`src/design/hs_pkg.sv`:
```
// Package for the heap sorter: beat payload types, datapath operation codes
// and the status group returned by the datapath. No dependencies.
package hs_pkg;

	// Key width is fixed by the interface.
	localparam int KEY_W = 16;

	// Input beat payload.
	typedef struct packed {
		logic signed [KEY_W-1:0] key_value;
		logic                    last_key;
	} hs_in_t;

	// Output beat payload.
	typedef struct packed {
		logic signed [KEY_W-1:0] sorted_key;
		logic                    last_out;
		logic                    overflowed;
	} hs_out_t;

	// Operation issued by the controller to the datapath each cycle.
	typedef enum logic [4:0] {
		OP_NONE        = 5'd0,
		OP_LOAD        = 5'd1,
		OP_SORT_INIT   = 5'd2,
		OP_EXT_INIT    = 5'd3,
		OP_BLD_STEP    = 5'd4,
		OP_NODE_CAP    = 5'd5,
		OP_RD_LC       = 5'd6,
		OP_LC_CAP      = 5'd7,
		OP_RC_CAP      = 5'd8,
		OP_CMP         = 5'd9,
		OP_SWAP        = 5'd10,
		OP_EXT_RD_HI   = 5'd11,
		OP_EXT_RD_ROOT = 5'd12,
		OP_EXT_WR_HI   = 5'd13,
		OP_EXT_WR_ROOT = 5'd14,
		OP_OUT_INIT    = 5'd15,
		OP_OUT_RD      = 5'd16,
		OP_OUT_LD      = 5'd17,
		OP_OUT_NEXT    = 5'd18
	} hs_op_t;

	// Status flags returned by the datapath.
	typedef struct packed {
		logic in_last;
		logic k_zero;
		logic k_le1;
		logic lc_ok;
		logic rc_ok;
		logic big_is_node;
		logic out_last;
	} hs_sts_t;

endpackage

```
`src/design/hs_ram.sv`:
```
// Generic single-write, single-read RAM with a registered read port.
// No dependencies.
module hs_ram #(
	parameter int WIDTH = 16,
	parameter int DEPTH = 64
) (
	input  logic                     clk,
	input  logic                     we,
	input  logic [$clog2(DEPTH)-1:0] waddr,
	input  logic [WIDTH-1:0]         wdata,
	input  logic [$clog2(DEPTH)-1:0] raddr,
	output logic [WIDTH-1:0]         rdata
);

	logic [WIDTH-1:0] mem [DEPTH];
	logic [WIDTH-1:0] rdata_q;

	// Write port and registered read port.
	always_ff @(posedge clk) begin
		if (we) begin
			mem[waddr] <= wdata;
		end
		rdata_q <= mem[raddr];
	end

	assign rdata = rdata_q;

endmodule

```
`src/design/hs_dp.sv`:
```
// Heap sorter datapath: key store, counters, sift-down registers and the
// output register. Depends on hs_pkg and hs_ram.
module hs_dp import hs_pkg::*; #(
	parameter int MAX_KEYS = 64
) (
	input  logic    clk,
	input  logic    arst_n,
	input  hs_op_t  op,
	output hs_sts_t sts,
	input  hs_in_t  in_data,
	output logic    out_valid,
	output hs_out_t out_data
);

	localparam int AW = $clog2(MAX_KEYS);
	localparam int CW = $clog2(MAX_KEYS + 1);
	localparam int XW = AW + 2;

	logic [CW-1:0] cnt_q;
	logic          ovf_q;
	logic          out_valid_q;
	hs_out_t       out_q;
	logic [CW-1:0] hsize_q;
	logic [CW-1:0] k_q;
	logic [AW-1:0] node_q;
	logic [AW-1:0] big_q;
	logic          has_r_q;
	logic signed [KEY_W-1:0] nv_q;
	logic signed [KEY_W-1:0] lv_q;
	logic signed [KEY_W-1:0] rv_q;

	logic [XW-1:0] lc_x;
	logic [XW-1:0] rc_x;
	logic [XW-1:0] hsize_x;
	logic [CW-1:0] km1;
	logic          room;
	logic          take_l;
	logic          take_r;
	logic signed [KEY_W-1:0] bv;
	logic signed [KEY_W-1:0] wv;
	logic [AW-1:0] big_idx;

	logic             we;
	logic [AW-1:0]    waddr;
	logic [KEY_W-1:0] wdata;
	logic [AW-1:0]    raddr;
	logic [KEY_W-1:0] rdata;

	hs_ram #(.WIDTH(KEY_W), .DEPTH(MAX_KEYS)) u_store (
		.clk   (clk),
		.we    (we),
		.waddr (waddr),
		.wdata (wdata),
		.raddr (raddr),
		.rdata (rdata)
	);

	// Child indices of the current node and the heap compare.
	always_comb begin
		lc_x    = {1'b0, node_q, 1'b1};
		rc_x    = {1'b0, node_q, 1'b0} + XW'(2);
		hsize_x = XW'(hsize_q);
		km1     = k_q - CW'(1);
		room    = cnt_q < CW'(MAX_KEYS);
		take_l  = lv_q > nv_q;
		bv      = take_l ? lv_q : nv_q;
		take_r  = has_r_q && (rv_q > bv);
		wv      = take_r ? rv_q : lv_q;
		big_idx = take_r ? rc_x[AW-1:0] : lc_x[AW-1:0];
	end

	// Status back to the controller.
	always_comb begin
		sts.in_last     = in_data.last_key;
		sts.k_zero      = k_q == '0;
		sts.k_le1       = k_q <= CW'(1);
		sts.lc_ok       = lc_x < hsize_x;
		sts.rc_ok       = rc_x < hsize_x;
		sts.big_is_node = !take_l && !take_r;
		sts.out_last    = k_q == (cnt_q - CW'(1));
	end

	// Store port control per operation.
	always_comb begin
		we    = 1'b0;
		waddr = '0;
		wdata = nv_q;
		raddr = '0;
		unique case (op)
			OP_LOAD: begin
				we    = room;
				waddr = cnt_q[AW-1:0];
				wdata = in_data.key_value;
			end
			OP_BLD_STEP:  raddr = km1[AW-1:0];
			OP_RD_LC:     raddr = lc_x[AW-1:0];
			OP_LC_CAP:    raddr = rc_x[AW-1:0];
			OP_CMP: begin
				we    = 1'b1;
				waddr = node_q;
				wdata = wv;
			end
			OP_SWAP: begin
				we    = 1'b1;
				waddr = big_q;
			end
			OP_EXT_RD_HI: raddr = km1[AW-1:0];
			OP_EXT_WR_HI: begin
				we    = 1'b1;
				waddr = km1[AW-1:0];
				wdata = rdata;
			end
			OP_EXT_WR_ROOT: begin
				we    = 1'b1;
			end
			OP_OUT_RD:    raddr = k_q[AW-1:0];
			default: begin
			end
		endcase
	end

	// Set count, overflow flag and output valid.
	always_ff @(posedge clk or negedge arst_n) begin
		if (!arst_n) begin
			cnt_q       <= '0;
			ovf_q       <= 1'b0;
			out_valid_q <= 1'b0;
		end else begin
			if (op == OP_LOAD) begin
				if (room) begin
					cnt_q <= cnt_q + CW'(1);
				end else begin
					ovf_q <= 1'b1;
				end
			end
			if (op == OP_OUT_LD) begin
				out_valid_q <= 1'b1;
			end
			if (op == OP_OUT_NEXT) begin
				out_valid_q <= 1'b0;
				if (sts.out_last) begin
					cnt_q <= '0;
					ovf_q <= 1'b0;
				end
			end
		end
	end

	// Sort registers and the output payload.
	always_ff @(posedge clk) begin
		case (op)
			OP_SORT_INIT: begin
				hsize_q <= cnt_q;
				k_q     <= cnt_q >> 1;
			end
			OP_EXT_INIT:  k_q <= hsize_q;
			OP_BLD_STEP: begin
				node_q <= km1[AW-1:0];
				k_q    <= km1;
			end
			OP_NODE_CAP:  nv_q <= rdata;
			OP_LC_CAP: begin
				lv_q    <= rdata;
				has_r_q <= sts.rc_ok;
			end
			OP_RC_CAP:    rv_q <= rdata;
			OP_CMP:       big_q <= big_idx;
			OP_SWAP:      node_q <= big_q;
			OP_EXT_RD_ROOT: nv_q <= rdata;
			OP_EXT_WR_ROOT: begin
				node_q  <= '0;
				hsize_q <= km1;
				k_q     <= km1;
			end
			OP_OUT_INIT:  k_q <= '0;
			OP_OUT_LD: begin
				out_q.sorted_key <= rdata;
				out_q.last_out   <= sts.out_last;
				out_q.overflowed <= ovf_q;
			end
			OP_OUT_NEXT: begin
				if (!sts.out_last) begin
					k_q <= k_q + CW'(1);
				end
			end
			default: begin
			end
		endcase
	end

	assign out_valid = out_valid_q;
	assign out_data  = out_q;

endmodule

```
`src/design/hs_ctrl.sv`:
```
// Heap sorter controller: sequences load, heap build, extraction and output.
// Depends on hs_pkg.
module hs_ctrl import hs_pkg::*; (
	input  logic    clk,
	input  logic    arst_n,
	input  logic    in_valid,
	output logic    in_ready,
	input  logic    out_ready,
	input  hs_sts_t sts,
	output hs_op_t  op
);

	typedef enum logic [15:0] {
		ST_IDLE      = 16'h0001,
		ST_SORT_INIT = 16'h0002,
		ST_BLD_CHECK = 16'h0004,
		ST_SD_NODE   = 16'h0008,
		ST_SD_LC     = 16'h0010,
		ST_SD_LCW    = 16'h0020,
		ST_SD_RCW    = 16'h0040,
		ST_SD_CMP    = 16'h0080,
		ST_SD_SWAP   = 16'h0100,
		ST_EXT_CHECK = 16'h0200,
		ST_EXT_RA    = 16'h0400,
		ST_EXT_RB    = 16'h0800,
		ST_EXT_W0    = 16'h1000,
		ST_OUT_RD    = 16'h2000,
		ST_OUT_LD    = 16'h4000,
		ST_OUT_WAIT  = 16'h8000
	} hs_state_t;

	hs_state_t state_q;
	hs_state_t state_d;
	hs_state_t sift_ret;
	logic      extract_q;

	// A finished sift-down returns to the loop that started it.
	assign sift_ret = extract_q ? ST_EXT_CHECK : ST_BLD_CHECK;
	assign in_ready = state_q == ST_IDLE;

	// Next state and datapath operation.
	always_comb begin
		state_d = state_q;
		op      = OP_NONE;
		unique case (state_q)
			ST_IDLE: begin
				if (in_valid) begin
					op = OP_LOAD;
					if (sts.in_last) begin
						state_d = ST_SORT_INIT;
					end
				end
			end
			ST_SORT_INIT: begin
				op      = OP_SORT_INIT;
				state_d = ST_BLD_CHECK;
			end
			ST_BLD_CHECK: begin
				if (sts.k_zero) begin
					op      = OP_EXT_INIT;
					state_d = ST_EXT_CHECK;
				end else begin
					op      = OP_BLD_STEP;
					state_d = ST_SD_NODE;
				end
			end
			ST_SD_NODE: begin
				op      = OP_NODE_CAP;
				state_d = ST_SD_LC;
			end
			ST_SD_LC: begin
				if (sts.lc_ok) begin
					op      = OP_RD_LC;
					state_d = ST_SD_LCW;
				end else begin
					state_d = sift_ret;
				end
			end
			ST_SD_LCW: begin
				op      = OP_LC_CAP;
				state_d = sts.rc_ok ? ST_SD_RCW : ST_SD_CMP;
			end
			ST_SD_RCW: begin
				op      = OP_RC_CAP;
				state_d = ST_SD_CMP;
			end
			ST_SD_CMP: begin
				if (sts.big_is_node) begin
					state_d = sift_ret;
				end else begin
					op      = OP_CMP;
					state_d = ST_SD_SWAP;
				end
			end
			ST_SD_SWAP: begin
				op      = OP_SWAP;
				state_d = ST_SD_LC;
			end
			ST_EXT_CHECK: begin
				if (sts.k_le1) begin
					op      = OP_OUT_INIT;
					state_d = ST_OUT_RD;
				end else begin
					op      = OP_EXT_RD_HI;
					state_d = ST_EXT_RA;
				end
			end
			ST_EXT_RA: begin
				op      = OP_EXT_RD_ROOT;
				state_d = ST_EXT_RB;
			end
			ST_EXT_RB: begin
				op      = OP_EXT_WR_HI;
				state_d = ST_EXT_W0;
			end
			ST_EXT_W0: begin
				op      = OP_EXT_WR_ROOT;
				state_d = ST_SD_LC;
			end
			ST_OUT_RD: begin
				op      = OP_OUT_RD;
				state_d = ST_OUT_LD;
			end
			ST_OUT_LD: begin
				op      = OP_OUT_LD;
				state_d = ST_OUT_WAIT;
			end
			ST_OUT_WAIT: begin
				if (out_ready) begin
					op      = OP_OUT_NEXT;
					state_d = sts.out_last ? ST_IDLE : ST_OUT_RD;
				end
			end
			default: state_d = ST_IDLE;
		endcase
	end

	// State register and the build/extract phase flag.
	always_ff @(posedge clk or negedge arst_n) begin
		if (!arst_n) begin
			state_q   <= ST_IDLE;
			extract_q <= 1'b0;
		end else begin
			state_q <= state_d;
			if (op == OP_SORT_INIT) begin
				extract_q <= 1'b0;
			end else if (op == OP_EXT_INIT) begin
				extract_q <= 1'b1;
			end
		end
	end

endmodule

```
`src/design/heap_sorter_unit.sv`:
```
// Heap sorter top level: ties the controller to the datapath and its key store.
// Depends on hs_pkg, hs_ctrl and hs_dp.
// Input: a key without the last mark is only taken in. A last-marked key
// starts an in-place heap sort in a store with one read port and one write port
// (one read, one write per cycle): sift-downs build the heap, each extraction
// sifts the new root down, then the sorted keys go out, subject to any output stall.
// Reset clears the controller, set count, overflow flag and output valid; the
// key store is not cleared. Input is taken only while no set is being sorted.
module heap_sorter_unit import hs_pkg::*; #(
	parameter int MAX_KEYS = 64
) (
	input  logic    clk,
	input  logic    arst_n,
	input  logic    in_valid,
	output logic    in_ready,
	input  hs_in_t  in_data,
	output logic    out_valid,
	input  logic    out_ready,
	output hs_out_t out_data
);

	hs_op_t  op;
	hs_sts_t sts;

	hs_ctrl u_ctrl (
		.clk       (clk),
		.arst_n    (arst_n),
		.in_valid  (in_valid),
		.in_ready  (in_ready),
		.out_ready (out_ready),
		.sts       (sts),
		.op        (op)
	);

	hs_dp #(.MAX_KEYS(MAX_KEYS)) u_dp (
		.clk       (clk),
		.arst_n    (arst_n),
		.op        (op),
		.sts       (sts),
		.in_data   (in_data),
		.out_valid (out_valid),
		.out_data  (out_data)
	);

	// Loading and emitting never overlap.
	a_no_overlap: assert property (@(posedge clk) disable iff (!arst_n)
		in_ready |-> !out_valid)
		else $error("input ready while a sorted beat is pending");

	// The final sorted beat reopens the input.
	a_reopen: assert property (@(posedge clk) disable iff (!arst_n)
		(out_valid && out_ready && out_data.last_out) |=> in_ready)
		else $error("input not reopened after the final sorted beat");

	// A last-marked beat closes the input for sorting.
	a_close: assert property (@(posedge clk) disable iff (!arst_n)
		(in_valid && in_ready && in_data.last_key) |=> !in_ready)
		else $error("input still open after the last key of a set");

endmodule

```
`config.mk`:
```
export PLATFORM = sky130hd
export DESIGN_NAME = heap_sorter_unit
export DESIGN_NICKNAME = d
export VERILOG_FILES = /design/src/design/hs_pkg.sv /design/src/design/hs_ram.sv /design/src/design/hs_dp.sv /design/src/design/hs_ctrl.sv /design/src/design/heap_sorter_unit.sv
export SDC_FILE = /design/constraint.sdc
export NUM_CORES = 2
export LEC_CHECK = 0
export ABC_AREA = 1
export ABC_CLOCK_PERIOD_IN_PS = 8800
export BUFFER_PORTS_ARGS = -buffer_cell sky130_fd_sc_hd__buf_2
export CAP_MARGIN = 40
export CORE_ASPECT_RATIO = 0.8
export CORE_MARGIN = 2
export CORE_UTILIZATION = 39
export CTS_CLUSTER_SIZE = 40
export DETAILED_ROUTE_END_ITERATION = 6
export GPL_TIMING_DRIVEN = 0
export SETUP_SLACK_MARGIN = 0.2
export SYNTH_ARGS = -nofsm -noshare
export SYNTH_HDL_FRONTEND = slang
export SYNTH_HIERARCHICAL = 1
export SYNTH_SLANG_ARGS = --single-unit
```
`constraint.sdc`:
```
create_clock -name clk -period 8.8 [get_ports clk]
set_input_delay 1.32 -clock clk [delete_from_list [all_inputs] [get_ports clk]]
set_output_delay 1.32 -clock clk [all_outputs]
set_load 0.03 [all_outputs]
```
Word level (Yosys, flattened, before mapping)
Memories as Yosys holds them, arrays and structs flattened. A register that Yosys moved wholly into a read port is not among the register bits.
Index checks and enable logic that the tools add are counted.
Word-level totals
  word-level logic and storage cells: 128
  bits in registers: 119
  memories: 1
  output and inout bits: 20
  input port bits: 21
  RAM bits: 1024
Memories
  u_dp.u_store.mem: depth 64, bits a word 16, rd ports 1, clocked after Yosys merged registers in 1, wr ports 1, RTL line hs_ram.sv:15  | logic [WIDTH-1:0] mem [DEPTH];
Cells by class
  add/subtract/negate cells: 5
  equal/unequal tests: 39
  magnitude comparators: 6
  multiplexer cells: 43
  reductions and logical operators: 17
Operators by type and width (number)
  one-hot mux 16 bit (14 select lines): 1
  2-to-1 mux 16 bit: 7
  one-hot mux 5 bit (16 select lines): 1
  one-hot mux 16 bit (3 select lines): 1
  one-hot mux 6 bit (4 select lines): 2
  equality test 5 x 4 -> 1 bit, second input constant: 8
  2-to-1 mux 7 bit: 5
  one-hot mux 7 bit (5 select lines): 1
  > comparator 16 bit: 2
  2-to-1 mux 14 bit: 2
  equality test 5 x 3 -> 1 bit, second input constant: 4
  2-to-1 mux 10 bit: 2
  one-hot mux 6 bit (3 select lines): 1
  equality test 16 x 1 -> 1 bit, second input constant: 1
  equality test 16 x 10 -> 1 bit, second input constant: 1
  equality test 16 x 11 -> 1 bit, second input constant: 1
  equality test 16 x 12 -> 1 bit, second input constant: 1
  equality test 16 x 13 -> 1 bit, second input constant: 1
  equality test 16 x 14 -> 1 bit, second input constant: 1
  equality test 16 x 15 -> 1 bit, second input constant: 1
  equality test 16 bit, second input constant: 1
  equality test 16 x 2 -> 1 bit, second input constant: 1
  equality test 16 x 3 -> 1 bit, second input constant: 1
  equality test 16 x 4 -> 1 bit, second input constant: 1
  37 further kinds: 62

Longest topological paths before layout
  depth after elaboration: 13
  gate-level depth with buffers: 49
  mapped depth without buffers: 45

Hierarchy
Netlist, hierarchy kept.
By module, submodules not included
  hs_ram: instances 1, sequential area each 31069.8 um^2, cells each 3517, area an instance 42099.1 um^2
  hs_dp: instances 1, sequential area each 3017.9 um^2, cells each 734, area an instance 6467.5 um^2
  hs_ctrl: instances 1, sequential area each 426.7 um^2, cells each 188, area an instance 1228.7 um^2

Least setup slack after synthesis
No wires, ideal clock.
  path kind: reg-to-reg
  start point: register u_dp.lv_q[3]
  end point: memory u_dp.u_store.mem[52][0] (enable)
  slack: 1.718 ns
  cell stages (with the launch flop): 32
  library setup time: 0.431 ns
  data arrival time: 6.652 ns
  period minus slack after synthesis: 7.082 ns
  data required time: 8.369 ns
  cell sequence: edfxtp_1 > ha_1 > a21oi_1 > o21a_1 > nor2_1 > o21ai_0 > nand3_1 > nand3_1 > clkbuf_1 > o21ai_0 > ha_1 > a21oi_1 > o21ai_0 > nor2_1 > nand2_1 > nand2_2 > nand3_2 > buf_2 > nand2_1 > inv_1 > o21ai_0 > nand3b_1 > inv_1 > nor2_1 > nand2_1 > nor2_1 > clkbuf_1 > nand2_1 > o2111ai_1 > clkbuf_1 > inv_1 > nor4_1
RTL lines
  start, declared: RTL line hs_dp.sv:29  | logic signed [KEY_W-1:0] lv_q;
  start signal, assigned: RTL line hs_dp.sv:163  | lv_q <= rdata;
  end, declared: RTL line hs_ram.sv:15

==> out/results.tsv <==
stage	metric	value	unit
status	status	complete, but fails checks	
status	failing checks	DRC	
timing	final hold vios	0	
detailed_routing	Avg WL per Cell	24.8	um
run	MaxCap Viol Count	0	
detailed_routing	Final ANT Viol Nets	0	
critical_path	crit path buf inv count	8	
detailed_routing	DR pass1 iterations	7	
cells_and_area	Antenna Diode Count	0	
critical_path	worst r2r dst	u_dp/u_store/mem[56][10]	
min_path	worst min path class	reg2reg	
critical_path	CP max-delay cell	nand4_1	
global_routing	GR Overflow Total	0	
synthesis	synth unique cells	56	
cells_and_area	Synth-to-Final Area Change	17.4	%
power_and_ir_drop	PD cells	270	mW/mm2
global_routing	Global Route Usage Sum	24.4	%
critical_path	Worst Path Required	9.22	ns
detailed_routing	total number of vias	36068	
place	PortBufs	39	
detailed_routing	mean number of vias per cell	5.55	
synthesis	largest family of logic cells by synthesized area	simple AND/OR/NAND/NOR gates	
cells_and_area	Fill cells	11374	
detailed_routing	Routed WL	161	mm
timing	max_slew headroom	32.2	%
critical_path	critical path launch point type	flip-flop	
floorplanning	row count	117	
floorplanning	die area	0.131	mm2
global_routing	largest net degree at the start of global routing	31	
place	routability cong.	0.980	
timing	Final Max Tran Viols	0	
synthesis	xor-xnor portion of the synthesized cell area	0.317	%
cells_and_area	Nets	4811	
global_routing	initial antenna violation count	6	
detailed_routing	DRC violations left	5	
synthesis	YS warnings	6	
synthesis	Synth Area in Compound Gates	1.83	%
floorplanning	Ports	41	
synthesis	mux share of post-synthesis cell area	0.0201	%
min_path	Hold EP	u_dp/out_data[0]	
synthesis	Post-Syn Nets	4511	
clock_tree	maximum clock path buffer count	3	
synthesis	Synth top area share	67.4	%
synthesis	adder-cell share of the synthesized area	1.28	%
clock_tree	CTS Root Cell	clkbuf_16	
critical_path	worst setup path class	reg2reg	
power_and_ir_drop	Tot Pwr	15.8	mW
place	final HPWL from detailed placement	115	mm
critical_path	FF-to-FF path depth	35	
critical_path	Worst R2R Start	u_dp/lv_q[1]	
floorplanning	DIE HEIGHT	324	um
timing	unrepaired setup endpoints after global routing	false	
power_and_ir_drop	Worst VDD drop	0.180	mV
clock_tree	CTS buffer count	112	
min_path	hold depth	0	
synthesis	post-synthesis simple-gate area fraction	22.9	%
floorplanning	chip width	404	um
timing	Final Cycle Share	91.1	%
detailed_routing	DRT iter0 DRCs	5047	
clock_tree	CTS tree	yes	
critical_path	R2R setup slack	0.78	ns
clock_tree	hold_buf cts	0	
synthesis	register area share after synthesis	69.3	%
critical_path	Largest stage delay, worst path	0.59	ns
timing	Worst Max-Slew Pin Slew	1.02	ns
critical_path	CP Max Fanout	12	
critical_path	CP Depth	35	
timing	Final min period	8.02	ns
critical_path	WP data arrival	8.44	ns
synthesis	Syn Area/Cell	11.2	um2
global_routing	first-pass GRT wire length	231	mm
timing	skew final	0.0611	ns
critical_path	CP delay by family, top	simple AND/OR/NAND/NOR gates	
floorplanning	starting density of the core	39.2	%
timing	Setup Viol. Count Final	0	
power_and_ir_drop	static leakage	21.7	nW
clock_tree	# clock sinks	1159	
cells_and_area	layout cell share with drive strength beyond 1	14.0	%
synthesis	post-synthesis cell count	4439	
timing	setup_tns	0	ns
synthesis	top post-synthesis cells by area	edfxtp_1 (67%), nand2_1 (11%), nand3_1 (9.2%), ha_1 (1.3%), dfrtp_1 (1.3%)	
timing	Max Freq	125	MHz
floorplanning	CORE AREA	0.127	mm2
synthesis	Synth Register Bits	1159	
min_path	hold_sp	u_dp/ovf_q	
clock_tree	Reg clk slew, reported paths	0.06	ns
critical_path	endpoint type of the worst setup path	flip-flop	
synthesis	Mapped Area	0.0498	mm2
clock_tree	worst skew pair latency	0.74	ns
critical_path	crit-path most repeated cell	nand2_1	
synthesis	cell taking the most area after synthesis	edfxtp_1	
global_routing	vias in the first global route	33215	
clock_tree	H-Tree Depth	3	
[cell usage after synthesis (all sizes together)]
cell type,number
nor2,165
dfxtp,16
a21o,2
or4,1
o21a,4
o31ai,1
nor3,12
dfstp,1
a22oi,6
o22ai,1
nor4,8
xnor2,6
a21boi,2
nand3,922
mux2i,1
a211oi,2
xor2,12
o21ai,55
or2,6
ha,51
and3b,1
clkinv,1
buf,208
inv,162
nand3b,4
nor3b,1
o221ai,4
o211ai,4
nand2,1498
o2111ai,7
clkbuf,39
a31oi,1
o21bai,2
a221oi,16
nand4,34
a21oi,40
dfrtp,25
edfxtp,1117
a32oi,1
[state kept, by name (all words and copies together), names as in the netlist, 16 cells and up]
name / count
u_dp/u_store/mem: 1024
u_dp/out_data: 18
u_ctrl/state_q: 16
u_dp/lv_q: 16
u_dp/nv_q: 16
u_dp/rv_q: 16
u_dp/u_store/rdata: 16
[kinds of logic (layout without fill, tap and decap cells)]
| group | after synthesis | count (layout) |
|---|---|---|
| simple gates | 2652 | 2652 |
| fa+ha+maj | 51 | 51 |
| compound gates | 148 | 148 |
| mux | 1 | 1 |
| flops | 1159 | 1159 |
| buf+inv | 410 | 800 |
| xor+xnor | 18 | 18 |
[per-layer routing]
metal  GRT usage [%]  routed length (um)
met3            6.01               20900
met2            35.7               68000
met5               0                   0
met1            36.2               67600
met4            6.38                4370
[worst max path at each step]
stage	start	to	slack (ns)
3_5_place_dp	u_dp/nv_q[1]	u_dp/u_store/mem[25][11]	-0.16
3_3_place_gp	u_dp/nv_q[1]	u_dp/u_store/mem[48][3]	-4.02
6_report	u_dp/lv_q[1]	u_dp/u_store/mem[56][10]	0.78
2_1_floorplan	u_dp/lv_q[3]	u_dp/u_store/mem[52][0]	1.72
5_1_grt	u_dp/nv_q[3]	u_dp/u_store/mem[51][15]	0.21
4_1_cts	u_dp/nv_q[1]	u_dp/u_store/mem[50][4]	0.19
[cell usage in the layout, fill, tap and decap left out, types with 9 or more instances in the layout]
cell type | synthesis | routed
dfrtp_1 | 25 | 25
o21ai_0 | 53 | 52
clkinv_1 | 1 | 22
a21oi_1 | 40 | 24
nor2_4 | 5 | 15
buf_2 | 119 | 165
dfxtp_1 | 16 | 16
bufinv_16 | 0 | 9
buf_8 | 1 | 46
a21oi_4 | 0 | 16
nand2_1 | 1489 | 1489
buf_16 | 0 | 28
buf_12 | 0 | 19
buf_4 | 20 | 60
ha_1 | 51 | 51
nor3_1 | 10 | 9
nor2_1 | 153 | 92
buf_1 | 18 | 17
inv_1 | 155 | 155
nand4_1 | 34 | 34
nor2_2 | 6 | 57
edfxtp_1 | 1117 | 1117
nand3_1 | 919 | 918
clkbuf_1 | 39 | 53
a221oi_1 | 16 | 16
clkinv_2 | 0 | 18
xor2_1 | 12 | 12
buf_6 | 50 | 59
clkbuf_16 | 0 | 115
[stage by stage]
step	util [%]	hold slack (ns)	cells	instance area [um2]	setup slack (ns)
after floorplan	-	0.420	4439	49800	1.72
after global placement	41.0	0.441	6144	52100	-4.02
after detailed placement	43.0	0.433	6272	54600	-0.165
after CTS	46.0	0.459	6490	58400	0.194
after global routing	46.1	0.470	6495	58500	0.206
final	46.1	0.464	6495	58500	0.781
[cell type report]
type | instances | area [um2] | area share, %
Clock inverter | 61 | 576 | 0.984
Inverter | 163 | 619 | 1.06
Sequential cell | 1159 | 34500 | 59.0
Timing Repair Buffer | 186 | 2450 | 4.20
Clock buffer | 143 | 3040 | 5.20
Multi-Input combinational cell | 2870 | 13600 | 23.3
Buffer | 247 | 1550 | 2.65
Tap cell | 1666 | 2080 | 3.56
[power breakdown]
| group | switching [mW] | internal [mW] | leakage, nW | total [mW] |
|---|---|---|---|---|
| registers | 0.156 | 7.06 | 10.5 | 7.22 |
| clock network | 2.12 | 2.70 | 1.76 | 4.82 |
| logic | 2.76 | 0.987 | 9.45 | 3.74 |
| total | 5.03 | 10.8 | 21.7 | 15.8 |
[repair_timing]
action / 4_1_cts / 5_1_grt
setup endpoints to repair: 671 / 891
gates resized for setup: 14 / 30
pin swaps: 5 / 3
setup buffers: 14 / 5
No activity file was read; power rests on OpenSTA's default activity.
